File: src/hw/rtl/bcs_pkg.sv
`timescale 1ns / 1ps
`default_nettype none
// ----------------------------------------------------------------------------
// bcs_pkg
// Shared widths, register indexes and sign/zero extension helpers for the
// barometric compensation smoother.
// ----------------------------------------------------------------------------
package bcs_pkg;

	// exact polynomial sum over 2^112 plus headroom for every term, down to
	// eight temperature fraction bits
	localparam int ACC_W = 160;
	// multiplier operand: 24-bit reading plus sign
	localparam int MP_W = 25;
	localparam int CNT_W = $clog2(MP_W);

	localparam logic [21:0] OUT_MAX = 22'h3FFFFF;
	localparam logic [16:0] ALPHA_ONE = 17'd65536;

	localparam logic [2:0] REG_TEMP_CALIB = 3'd0;
	localparam logic [2:0] REG_PRESS_LOW  = 3'd1;
	localparam logic [2:0] REG_PRESS_MID  = 3'd2;
	localparam logic [2:0] REG_PRESS_HIGH = 3'd3;
	localparam logic [2:0] REG_ALPHA      = 3'd4;

	typedef logic signed [ACC_W-1:0] acc_t;
	typedef logic signed [MP_W-1:0] mplier_t;

	function automatic acc_t sx8(input logic [7:0] v);
		return {{(ACC_W-8){v[7]}}, v};
	endfunction

	function automatic acc_t sx16(input logic [15:0] v);
		return {{(ACC_W-16){v[15]}}, v};
	endfunction

	function automatic acc_t zx16(input logic [15:0] v);
		return {{(ACC_W-16){1'b0}}, v};
	endfunction

	function automatic acc_t zx22(input logic [21:0] v);
		return {{(ACC_W-22){1'b0}}, v};
	endfunction

endpackage
`default_nettype wire

File: src/hw/rtl/bcs_serial_mac.sv
`timescale 1ns / 1ps
`default_nettype none
// ----------------------------------------------------------------------------
// bcs_serial_mac
// Bit-serial multiply-add: result = mcand * mplier + addend, one multiplier
// bit per cycle. The multiplier is two's complement; its top bit weighs
// negative.
// ----------------------------------------------------------------------------
module bcs_serial_mac (
	input  wire logic             clk,
	input  wire logic             arst_n,
	input  wire logic             start,
	input  wire bcs_pkg::acc_t    mcand,
	input  wire bcs_pkg::mplier_t mplier,
	input  wire bcs_pkg::acc_t    addend,
	output logic                  done,
	output bcs_pkg::acc_t         result
);
	import bcs_pkg::*;

	acc_t             mc_q;
	acc_t             pr_q;
	acc_t             pr_nxt;
	logic [MP_W-1:0]  mp_q;
	logic [CNT_W-1:0] cnt_q;
	logic             busy_q;
	logic             done_q;
	logic             last;

	assign last = (cnt_q == CNT_W'(MP_W - 1));

	always_comb begin
		pr_nxt = pr_q;
		if (mp_q[0]) begin
			// sign bit of the multiplier subtracts
			pr_nxt = last ? (pr_q - mc_q) : (pr_q + mc_q);
		end
	end

	always_ff @(posedge clk or negedge arst_n) begin
		if (!arst_n) begin
			busy_q <= 1'b0;
			done_q <= 1'b0;
			cnt_q  <= '0;
		end else if (start) begin
			busy_q <= 1'b1;
			done_q <= 1'b0;
			cnt_q  <= '0;
		end else if (busy_q) begin
			cnt_q <= cnt_q + 1'b1;
			if (last) begin
				busy_q <= 1'b0;
				done_q <= 1'b1;
			end
		end else begin
			done_q <= 1'b0;
		end
	end

	always_ff @(posedge clk) begin
		if (start) begin
			mc_q <= mcand;
			mp_q <= mplier;
			pr_q <= addend;
		end else if (busy_q) begin
			mc_q <= mc_q <<< 1;
			mp_q <= mp_q >> 1;
			pr_q <= pr_nxt;
		end
	end

	assign done   = done_q;
	assign result = pr_q;

endmodule
`default_nettype wire

File: src/hw/rtl/barometric_compensation_smoother_unit.sv
`timescale 1ns / 1ps
`default_nettype none
// ----------------------------------------------------------------------------
// barometric_compensation_smoother_unit
// Temperature and pressure compensation from raw calibration bytes, with an
// exponential smoother on the valid pressure results.
// ----------------------------------------------------------------------------
// The whole computation of one item runs as 14 multiply-add passes on one
// bit-serial MAC, each pass a load state and then the serial multiply.
// Two passes form the temperature quadratic, ten evaluate the pressure
// polynomial in Horner form (exact, over a 2^112 denominator) and two form
// the smoother blend. A new item is taken once the previous one has reached
// the output register, so a result may wait there while the next item is
// computed.
module barometric_compensation_smoother_unit #(
	parameter int TEMP_FRAC_BITS  = 16,
	parameter int PRESS_FRAC_BITS = 4
) (
	input  wire logic        clk,
	input  wire logic        arst_n,
	input  wire logic        in_valid,
	output logic             in_ready,
	input  wire logic [23:0] raw_pressure,
	input  wire logic [23:0] raw_temperature,
	input  wire logic        restart_filter,
	output logic             out_valid,
	input  wire logic        out_ready,
	output logic signed [23:0] temperature_q16,
	output logic [21:0]      pressure_sixteenths,
	output logic [21:0]      smoothed_pressure,
	output logic             sample_valid,
	input  wire logic        cfg_write,
	input  wire logic [2:0]  cfg_index,
	input  wire logic [47:0] cfg_data
);
	import bcs_pkg::*;

	localparam int F = TEMP_FRAC_BITS;

	localparam acc_t TQ_MAX  = ACC_W'(8388607);
	localparam acc_t TQ_MIN  = ACC_W'(-8388608);
	localparam acc_t P_MAX   = ACC_W'(4194303);
	localparam acc_t OFS_P12 = ACC_W'(16384);

	typedef enum logic [3:0] {
		ST_IDLE = 4'b0001,
		ST_LOAD = 4'b0010,
		ST_MUL  = 4'b0100,
		ST_OUT  = 4'b1000
	} state_t;

	typedef enum logic [3:0] {
		STEP_TA, STEP_TB,
		STEP_P2A, STEP_P2B,
		STEP_P1A, STEP_P1B, STEP_P1C, STEP_P1D,
		STEP_P0A, STEP_P0B, STEP_P0C, STEP_P0D,
		STEP_SA, STEP_SB
	} step_t;

	state_t state_q;
	step_t  step_q;

	logic [39:0] temp_calib_q;
	logic [47:0] press_low_q;
	logic [47:0] press_mid_q;
	logic [31:0] press_high_q;
	logic [16:0] alpha_q;

	logic [23:0] rp_q;
	logic [23:0] rt_q;
	logic        restart_q;
	logic signed [23:0] tq_q;
	logic [21:0] press_q;
	logic        valid_q;
	acc_t        r_q;
	acc_t        h_q;
	logic [21:0] smoothed_q;
	logic        seeded_q;

	acc_t    mcand;
	mplier_t mplier;
	acc_t    addend;
	logic    mac_start;
	logic    mac_done;
	acc_t    mac_res;
	logic    dest_h;

	mplier_t d;
	mplier_t t_op;
	mplier_t p_op;
	logic [16:0] alpha_c;
	logic [17:0] alpha_inv;

	acc_t        tsh;
	logic signed [23:0] tq_nxt;
	acc_t        qsh;
	logic [21:0] press_nxt;
	logic        valid_nxt;
	logic [21:0] smooth_nxt;
	logic        accept;
	logic        commit;

	assign accept   = in_valid && in_ready;
	assign in_ready = (state_q == ST_IDLE);
	assign commit   = (state_q == ST_OUT) && (!out_valid || out_ready);

	// d = raw_temperature - t1 * 256, always fits 25 bits signed
	assign d = $signed({1'b0, rt_q}) - $signed({1'b0, temp_calib_q[15:0], 8'h00});
	assign t_op = {tq_q[23], tq_q};
	assign p_op = {1'b0, rp_q};
	assign alpha_c = (alpha_q > ALPHA_ONE) ? ALPHA_ONE : alpha_q;
	assign alpha_inv = 18'd65536 - {1'b0, alpha_c};

	always_comb begin
		mcand  = '0;
		mplier = '0;
		addend = '0;
		dest_h = 1'b0;
		unique case (step_q)
			STEP_TA: begin
				mcand  = sx8(temp_calib_q[39:32]);
				mplier = d;
				addend = zx16(temp_calib_q[31:16]) <<< 18;
			end
			STEP_TB: begin
				mcand  = r_q;
				mplier = d;
			end
			STEP_P2A: begin
				mcand  = sx8(press_high_q[23:16]);
				mplier = t_op;
				addend = sx16(press_high_q[15:0]) <<< F;
			end
			STEP_P2B: begin
				mcand  = sx8(press_high_q[31:24]) <<< 47;
				mplier = p_op;
				addend = r_q <<< (64 - F);
				dest_h = 1'b1;
			end
			STEP_P1A: begin
				mcand  = sx8(press_low_q[47:40]);
				mplier = t_op;
				addend = sx8(press_low_q[39:32]) <<< (5 + F);
			end
			STEP_P1B: begin
				mcand  = r_q;
				mplier = t_op;
				addend = (sx16(press_low_q[31:16]) - OFS_P12) <<< (8 + 2 * F);
			end
			STEP_P1C: begin
				mcand  = r_q;
				mplier = t_op;
				addend = (sx16(press_low_q[15:0]) - OFS_P12) <<< (17 + 3 * F);
			end
			STEP_P1D: begin
				mcand  = h_q;
				mplier = p_op;
				addend = r_q <<< (75 - 3 * F);
				dest_h = 1'b1;
			end
			STEP_P0A: begin
				mcand  = sx8(press_mid_q[47:40]);
				mplier = t_op;
				addend = sx8(press_mid_q[39:32]) <<< (7 + F);
			end
			STEP_P0B: begin
				mcand  = r_q;
				mplier = t_op;
				addend = zx16(press_mid_q[31:16]) <<< (9 + 2 * F);
			end
			STEP_P0C: begin
				mcand  = r_q;
				mplier = t_op;
				addend = zx16(press_mid_q[15:0]) <<< (18 + 3 * F);
			end
			STEP_P0D: begin
				mcand  = h_q;
				mplier = p_op;
				addend = r_q <<< (97 - 3 * F);
				dest_h = 1'b1;
			end
			STEP_SA: begin
				mcand  = zx22(smoothed_q);
				mplier = {7'b0, alpha_inv};
			end
			STEP_SB: begin
				mcand  = zx22(press_q);
				mplier = {8'b0, alpha_c};
				addend = r_q;
			end
			default: begin
				mcand  = '0;
			end
		endcase
	end

	assign mac_start = (state_q == ST_LOAD);

	bcs_serial_mac u_mac (
		.clk    (clk),
		.arst_n (arst_n),
		.start  (mac_start),
		.mcand  (mcand),
		.mplier (mplier),
		.addend (addend),
		.done   (mac_done),
		.result (mac_res)
	);

	// floor and saturate the temperature
	always_comb begin
		tsh = mac_res >>> (48 - F);
		if (tsh > TQ_MAX) begin
			tq_nxt = 24'sh7FFFFF;
		end else if (tsh < TQ_MIN) begin
			tq_nxt = -24'sh800000;
		end else begin
			tq_nxt = tsh[23:0];
		end
	end

	// floor to the output fraction and clamp; the sign and zero test is exact
	always_comb begin
		qsh = mac_res >>> (112 - PRESS_FRAC_BITS);
		valid_nxt = !mac_res[ACC_W-1] && (mac_res != '0);
		if (mac_res[ACC_W-1]) begin
			press_nxt = '0;
		end else if (qsh > P_MAX) begin
			press_nxt = OUT_MAX;
		end else begin
			press_nxt = qsh[21:0];
		end
	end

	always_comb begin
		smooth_nxt = smoothed_q;
		if (valid_q) begin
			smooth_nxt = (!seeded_q || restart_q) ? press_q : r_q[37:16];
		end
	end

	always_ff @(posedge clk or negedge arst_n) begin
		if (!arst_n) begin
			state_q    <= ST_IDLE;
			step_q     <= STEP_TA;
			out_valid  <= 1'b0;
			smoothed_q <= '0;
			seeded_q   <= 1'b0;
		end else begin
			if (out_valid && out_ready && !commit) begin
				out_valid <= 1'b0;
			end
			unique case (state_q)
				ST_IDLE: begin
					if (accept) begin
						step_q  <= STEP_TA;
						state_q <= ST_LOAD;
					end
				end
				ST_LOAD: begin
					state_q <= ST_MUL;
				end
				ST_MUL: begin
					if (mac_done) begin
						if (step_q == STEP_SB) begin
							state_q <= ST_OUT;
						end else begin
							step_q  <= step_t'(step_q + 4'd1);
							state_q <= ST_LOAD;
						end
					end
				end
				ST_OUT: begin
					if (commit) begin
						out_valid <= 1'b1;
						smoothed_q <= smooth_nxt;
						if (valid_q) begin
							seeded_q <= 1'b1;
						end
						state_q <= ST_IDLE;
					end
				end
				default: begin
					state_q <= ST_IDLE;
				end
			endcase
		end
	end

	always_ff @(posedge clk or negedge arst_n) begin
		if (!arst_n) begin
			temp_calib_q <= '0;
			press_low_q  <= '0;
			press_mid_q  <= '0;
			press_high_q <= '0;
			alpha_q      <= ALPHA_ONE;
		end else if (cfg_write) begin
			unique case (cfg_index)
				REG_TEMP_CALIB: temp_calib_q <= cfg_data[39:0];
				REG_PRESS_LOW:  press_low_q  <= cfg_data;
				REG_PRESS_MID:  press_mid_q  <= cfg_data;
				REG_PRESS_HIGH: press_high_q <= cfg_data[31:0];
				REG_ALPHA:      alpha_q      <= cfg_data[16:0];
				default: begin
					alpha_q <= alpha_q;
				end
			endcase
		end
	end

	always_ff @(posedge clk) begin
		if (accept) begin
			rp_q      <= raw_pressure;
			rt_q      <= raw_temperature;
			restart_q <= restart_filter;
		end
		if (state_q == ST_MUL && mac_done) begin
			if (dest_h) begin
				h_q <= mac_res;
			end else begin
				r_q <= mac_res;
			end
			if (step_q == STEP_TB) begin
				tq_q <= tq_nxt;
			end
			if (step_q == STEP_P0D) begin
				press_q <= press_nxt;
				valid_q <= valid_nxt;
			end
		end
		if (commit) begin
			temperature_q16     <= tq_q;
			pressure_sixteenths <= press_q;
			smoothed_pressure   <= smooth_nxt;
			sample_valid        <= valid_q;
		end
	end

endmodule
`default_nettype wire

File: config.mk
export PLATFORM = sky130hd
export DESIGN_NAME = barometric_compensation_smoother_unit
export DESIGN_NICKNAME = d
export VERILOG_FILES = /design/src/hw/rtl/bcs_pkg.sv /design/src/hw/rtl/bcs_serial_mac.sv /design/src/hw/rtl/barometric_compensation_smoother_unit.sv
export SDC_FILE = /design/constraint.sdc
export NUM_CORES = 2
export LEC_CHECK = 0
export ABC_AREA = 0
export BUFFER_PORTS_ARGS = -buffer_cell sky130_fd_sc_hd__buf_2
export CORE_UTILIZATION = 30
export DETAILED_ROUTE_END_ITERATION = 16
export GPL_ROUTABILITY_DRIVEN = 0
export PLACE_DENSITY = 0.48
export SETUP_SLACK_MARGIN = 0.05
export SYNTH_ARGS = -nofsm -noshare
export SYNTH_HDL_FRONTEND = slang
export SYNTH_SLANG_ARGS = --single-unit
File: constraint.sdc
create_clock -name clk -period 12.2 [get_ports clk]
set_input_delay 1.83 -clock clk [delete_from_list [all_inputs] [get_ports clk]]
set_output_delay 1.83 -clock clk [all_outputs]
set_load 0.1 [all_outputs]
Word level (Yosys, flattened, before mapping) --
Index checks and enable logic that the tools add are counted.
Cells by class: add/subtract/negate cells 8, multiplexer cells 37, bitwise operators 1, $lt $le $gt $ge 4, reductions and logical operators 37, eq/ne operators 27
Operator list (count):
- $pmux W160 S12 | 1
- $pmux W160 S9 | 1
- $mux W160 | 6
- $add A160 B160 Y160 | 1
- $reduce_bool A160 Y1 | 1
- $sub A160 B160 Y160 | 1
- $gt A128 B24 Y1 const B | 1
- $lt A128 B24 Y1 const B | 1
- $pmux W25 S5 | 1
- $mux W22 | 3
- $gt A52 B23 Y1 const B | 1
- $mux W25 | 2
- $sub A16 B16 Y17 const B | 2
- $eq A4 B4 Y1 const B | 7
- $mux W4 | 7
- $sub A24 B24 Y25 | 1
- $mux W24 | 1
- $reduce_and A2 Y1 | 11
- $eq A4 B3 Y1 const B | 5
- $sub A17 B17 Y18 const A | 1
- $gt A17 B17 Y1 const B | 1
- $mux W17 | 1
- $pmux W4 S4 | 1
- $eq A4 B2 Y1 const B | 3
- 26 further kinds | 53
Word-level totals: register bits after elaboration 1054, output and inout port bits 71, logic and storage cells 142, input port bits 105

Logic depth before layout (Yosys ltp) --
depth after elaboration 8, mapped depth 24, mapped depth without buffers 22

Cells and area by module --
From an unflattened synthesis, not the netlist that was laid out.
Second synthesis, totals: cell total of the unflattened synthesis 5655, area total of the unflattened synthesis 60724.5 um2
By module, submodules not included:
- barometric_compensation_smoother_unit | area each 32072.0 um2, cells an instance 2489, seq. area each 19996.7 um2, instances 1
- bcs_serial_mac | area each 28652.5 um2, cells an instance 3166, seq. area each 10535.1 um2, instances 1

Worst setup path after synthesis --
No wires, ideal clock.
kind register -> register, from reg step_q[2], to reg r_q[0], enable pin, path slack 3.632 ns, buffers on the path 3, cell stages (with the launch flop) 7, arrival 7.885 ns, setup time 0.683 ns, data required time 11.517 ns, path through dfrtp_1 clkbuf_1 nand2_1 and2_1 clkbuf_1 clkbuf_1 nor2_1
Between the ends: word-level cells in the longest chain between the ends 5, elaborated cells on any way between the ends 7
RTL lines:
- start: declaration | RTL line barometric_compensation_smoother_unit.sv:61 | step_t step_q;
- start signal: assignment | RTL line barometric_compensation_smoother_unit.sv:268 | step_q <= step_t'(step_q + 4'd1);
- $eq A4 B4 Y1 (tied with other cells) | RTL line barometric_compensation_smoother_unit.sv:119 | unique case (step_q)
- $reduce_or A3 Y1 (no line) (*)
- $mux W1 (*) | RTL line barometric_compensation_smoother_unit.sv:119
- $not A1 Y1 (no line) (*)
- $reduce_and A2 Y1 (no line) (*)
- end signal: assignment | RTL line barometric_compensation_smoother_unit.sv:321 | r_q <= mac_res;
- end: declaration | RTL line barometric_compensation_smoother_unit.sv:75 | acc_t r_q;
Mark *: on every way between the ends. The rest lies on a longest branch, timed or not. A chain may end at the register's enable or synchronous reset.

Worst setup path after layout --
from reg u_mac.mc_q[52], to reg u_mac.pr_q[158] (netlist: u_mac.result[158]) (data pin)
Between the ends: word-level cells in the longest chain between the ends 5, elaborated cells on any way between the ends 6
RTL lines:
- start: declaration | RTL line bcs_serial_mac.sv:21 | acc_t mc_q;
- start signal: assignment | RTL line bcs_serial_mac.sv:62 | mc_q <= mcand;
- start signal: assignment | RTL line bcs_serial_mac.sv:66 | mc_q <= mc_q <<< 1;
- $add A160 B160 Y160 or $sub A160 B160 Y160 (tied branches) | RTL line bcs_serial_mac.sv:36 | pr_nxt = last ? (pr_q - mc_q) : (pr_q + mc_q);
- $mux W160 (*) | RTL line bcs_serial_mac.sv:36
- $mux W160 (*) | RTL line bcs_serial_mac.sv:34 | if (mp_q[0]) begin
- $mux W160 (*) | RTL line bcs_serial_mac.sv:65 | end else if (busy_q) begin
- $mux W160 (*) | RTL line bcs_serial_mac.sv:61 | if (start) begin
- end signal: assignment | RTL line bcs_serial_mac.sv:64 | pr_q <= addend;
- end signal: assignment | RTL line bcs_serial_mac.sv:68 | pr_q <= pr_nxt;
- end: declaration | RTL line bcs_serial_mac.sv:22 | acc_t pr_q;
Mark *: on every way between the ends. The rest lies on a longest branch, timed or not. The select of a mux whose other input is x is not followed.

==> run_results.csv <==
group,metric,value,unit
outcome,outcome,"finished, violations left",
outcome,violations,"max-capacitance violations",
sta,min_period_over_period,70.88,%
setup_path,endpoint_kind,"flip-flop",
drt,drt_iter0_drc,7698,
setup_path,cp_data_arrival_time,9130,ps
synth,syn_inst,5931,
worst_hold_path,min_from,"seeded_q$_DFFE_PN0P_",
clock_tree,cts_root_buf,"clkbuf_16",
cells_and_area,final_area,68350,µm²
floorplan,die_h,452.3,µm
drt,vias,54724,
cells_and_area,multi_input_area,28600,µm²
pwr,comb_power_share,51.2,%
placed_design,place_area,64500,µm²
synth,avgSynthCellArea,10.26,µm²
drt,ant_nets,0,
sta,min_period,8648,ps
sta,hold_viol,0,
synth,syn-num-nets,6223,
synth,synth_top_area_share,40.97,%
global_route,grt.overflow.total,0,
clock_tree,cts_setup_buffers,0,
global_route,grt_usage,27.40,%
sta,slew_viol_final,0,
synth,synthesis.area,60830,µm²
clock_tree,clk_latency,800,ps
pwr,power.density,321.6,nW/µm²
drt,drcViolationCount,0,
setup_path,reg2reg_from,"u_mac.mc_q[52]$_DFFE_PP_",
floorplan,ioPinCount,176,
synth,yosysWarnings,0,
global_route,grt_pass1_vias,51821,
global_route,grt_pass1_wl,403400,µm
synth,ys_ff_latch,1054,
clock_tree,clk_pin_slew,70,ps
sta,fin_skew,51.90,ps
cells_and_area,final_common_cell,"edfxtp_1",
sta,fmaxAchievable,115.6,MHz
synth,synth_area_leaders,"edfxtp_1 (41%), dfrtp_1 (9.1%), ha_1 (3.8%), o21ai_0 (3.7%), nand2_1 (3.5%)",
worst_hold_path,hold_end,"seeded_q$_DFFE_PN0P_",
cells_and_area,regArea,30530,µm²
setup_path,worst-r2r-cell-count,21,
pwr,p_leak,24.17,nW
setup_path,worstPathRequired,12680,ps
global_route,antenna_found_initial,12,
clock_tree,ctsHoldBuffers,0,
pwr,pwr-share-clk,16.6,%
clock_tree,tritoncts,"built",
flow_run,maxCapViolations,1,
worst_hold_path,min_path_cells,1,
cells_and_area,final_net_count,6205,
sta,rsz0062_at_grt,"no",
pwr,p_sw,10.58,mW
synth,yosys.area.top_type,"edfxtp_1",
cells_and_area,drive_gt1_share,11.40,%
setup_path,cp-start-kind,"flip-flop",
synth,seq_area_frac_synth,50.19,%
sta,worst_slew_pin_slew,1479,ps
drt,wl_per_cell,33.29,µm
setup_path,crit_type,"reg -> reg",
clock_tree,clk_path_buf_depth,3,
global_route,grt_max_degree,130,
floorplan,die_w,452.3,µm
synth,synth_edf_count,830,
clock_tree,htree_levels,3,
worst_hold_path,hp-class,"reg -> reg",
floorplan,dieArea,204600,µm²
drt,routed_wirelength,288800,µm
setup_path,reg2reg_slack,3550,ps
placed_design,port_buffers,175,
placed_design,dp_hpwl,212600,µm
synth,async_reset_ff_share,21.25,%
cells_and_area,synthToLayoutAreaGrowth,12.36,%
pwr,p_int,11.40,mW
sta,slew_headroom,0.6505,%
drt,via_per_inst,6.308,
pwr,switching_share,48.14,%
cells_and_area,nFillCells,20244,
synth,ys.flop_type,"edfxtp_1",
synth,ys_types,80,
pwr,peakVddDrop,0.1455,mV
cells_and_area,final_cell_mix,"edfxtp_1 (830), nand2_1 (566), o21ai_0 (452), a21oi_1 (404), nor2_1 (365)",
floorplan,fp-row-count,164,
clock_tree,clkSinkCount,1054,
pwr,seqPwrFrac,32.2,%
setup_path,reg2reg_to,"u_mac.result[158]$_DFFE_PP_",
setup_path,worstPathMaxFanout,10,
clock_tree,cts_buffers,115,
floorplan,start_util,30.31,%
sta,setup_viol,0,
sta,fin_tns_setup,0,ps
floorplan,coreArea,200700,µm²
clock_tree,cts_resized,0,
drt,firstDrtPassIters,10,
critical path: stages (launching register included):
cell and delay [ps]:
edfxtp_1 500, or4_1 580, nor4_1 750, and2_1 370, nand2_1 120, nor3_1 800
nand2_1 110, buf_4 250, nor3_1 810, nand2_1 240, nand2_1 170, xor2_1 100
ha_1 510, nand4_1 220, or2_2 380, nor3_1 380, nand3_1 180, nor2_1 460
o21ai_0 460, a311oi_1 540, mux2i_1 230, o311ai_0 150
state kept, by name, indices dropped and copies added (netlist names), 24 cells and up:
register,count
r_q,160
tq_q,24
h_q,160
u_mac.mp_q,25
temp_calib_q,40
u_mac.result,160
u_mac.mc_q,160
rt_q,24
rp_q,24
press_mid_q,48
press_low_q,48
temperature_q16,24
press_high_q,32
power by group through the flow:
stage	clock, mW	combinational [mW]	sequential (mW)
2_1_floorplan	0	7.35	6.30
3_5_place_dp	0	10.7	7.07
5_1_grt	3.83	12.0	7.09
4_1_cts	3.71	10.8	7.00
6_report	3.65	11.3	7.07
3_3_place_gp	0	10.7	7.06
cell families (layout without fill, tap and decap cells):
group | Yosys count | in the layout | share of synthesized area, %
muxes | 195 | 195 | 3.548
adders and majority gates | 187 | 187 | 3.871
DFF | 1054 | 1054 | 50.19
buffers and inverters | 503 | 583 | 3.110
and+or+nand+nor | 1728 | 1728 | 13.74
AOI/OAI and AO/OA | 1970 | 1970 | 21.31
other | 0 | 8 | 0
xor gates and xnor gates | 294 | 294 | 4.233
routing by layer:
metal	GRT usage, %	wire, µm	share of wire [%]
met1	35.33	114300	40
met2	41.91	126300	44
met3	5.548	26130	9.0
met4	17.25	22100	7.7
met5	0	61	0.021
synth_stat cells, drive strengths merged (68+ instances only):
cell / number
edfxtp: 830
nand2: 569
o21ai: 457
a21oi: 406
clkbuf: 376
nor2: 372
a22oi: 275
dfrtp: 222
ha: 185
a221oi: 174
mux2: 165
xor2: 149
nand4: 145
xnor2: 145
nor3: 133
a21o: 117
o22ai: 105
inv: 99
and3: 94
nor4: 94
nand3: 93
a31oi: 68
worst max path at each step:
| stage | startpoint | endpoint | slack [ps] | depth (start not counted) |
|---|---|---|---|---|
| 2_1_floorplan | step_q[2]$_DFFE_PN0P_ | r_q[0]$_DFFE_PP_ | 3630 | 6 |
| 3_3_place_gp | u_mac.mc_q[58]$_DFFE_PP_ | u_mac.result[158]$_DFFE_PP_ | 3970 | 22 |
| 3_5_place_dp | u_mac.mc_q[52]$_DFFE_PP_ | u_mac.result[158]$_DFFE_PP_ | 3950 | 21 |
| 4_1_cts | u_mac.mc_q[52]$_DFFE_PP_ | u_mac.result[158]$_DFFE_PP_ | 3920 | 21 |
| 5_1_grt | u_mac.mc_q[58]$_DFFE_PP_ | u_mac.result[158]$_DFFE_PP_ | 3350 | 22 |
| 6_report | u_mac.mc_q[52]$_DFFE_PP_ | u_mac.result[158]$_DFFE_PP_ | 3550 | 21 |
stage by stage:
stage / total power [mW] / hold WS, ps / setup WS, ps / std cells / utilization [%]
4_1_cts: 21.51 / 470.0 / 3916 / 8667 / 34.05
6_report: 21.98 / 466.1 / 3552 / 8675 / 34.06
3_3_place_gp: 17.80 / 449.5 / 3971 / 8452 / 32.14
5_1_grt: 22.87 / 503.0 / 3353 / 8668 / 34.05
2_1_floorplan: 13.65 / 424.4 / 3632 / 5931 / -
3_5_place_dp: 17.78 / 456.0 / 3952 / 8452 / 32.14
final cells by class:
type / instances / share of cell area (%)
flip-flops and latches: 1054 / 44.67
multi-input cells: 4374 / 41.85
well taps: 2656 / 4.862
clock buffers: 144 / 4.430
repair buffers: 269 / 2.438
clock inverters: 71 / 1.175
inverters: 99 / 0.5437
diodes: 8 / 0.02929
Note: power is estimated with default switching activity, not from simulation.
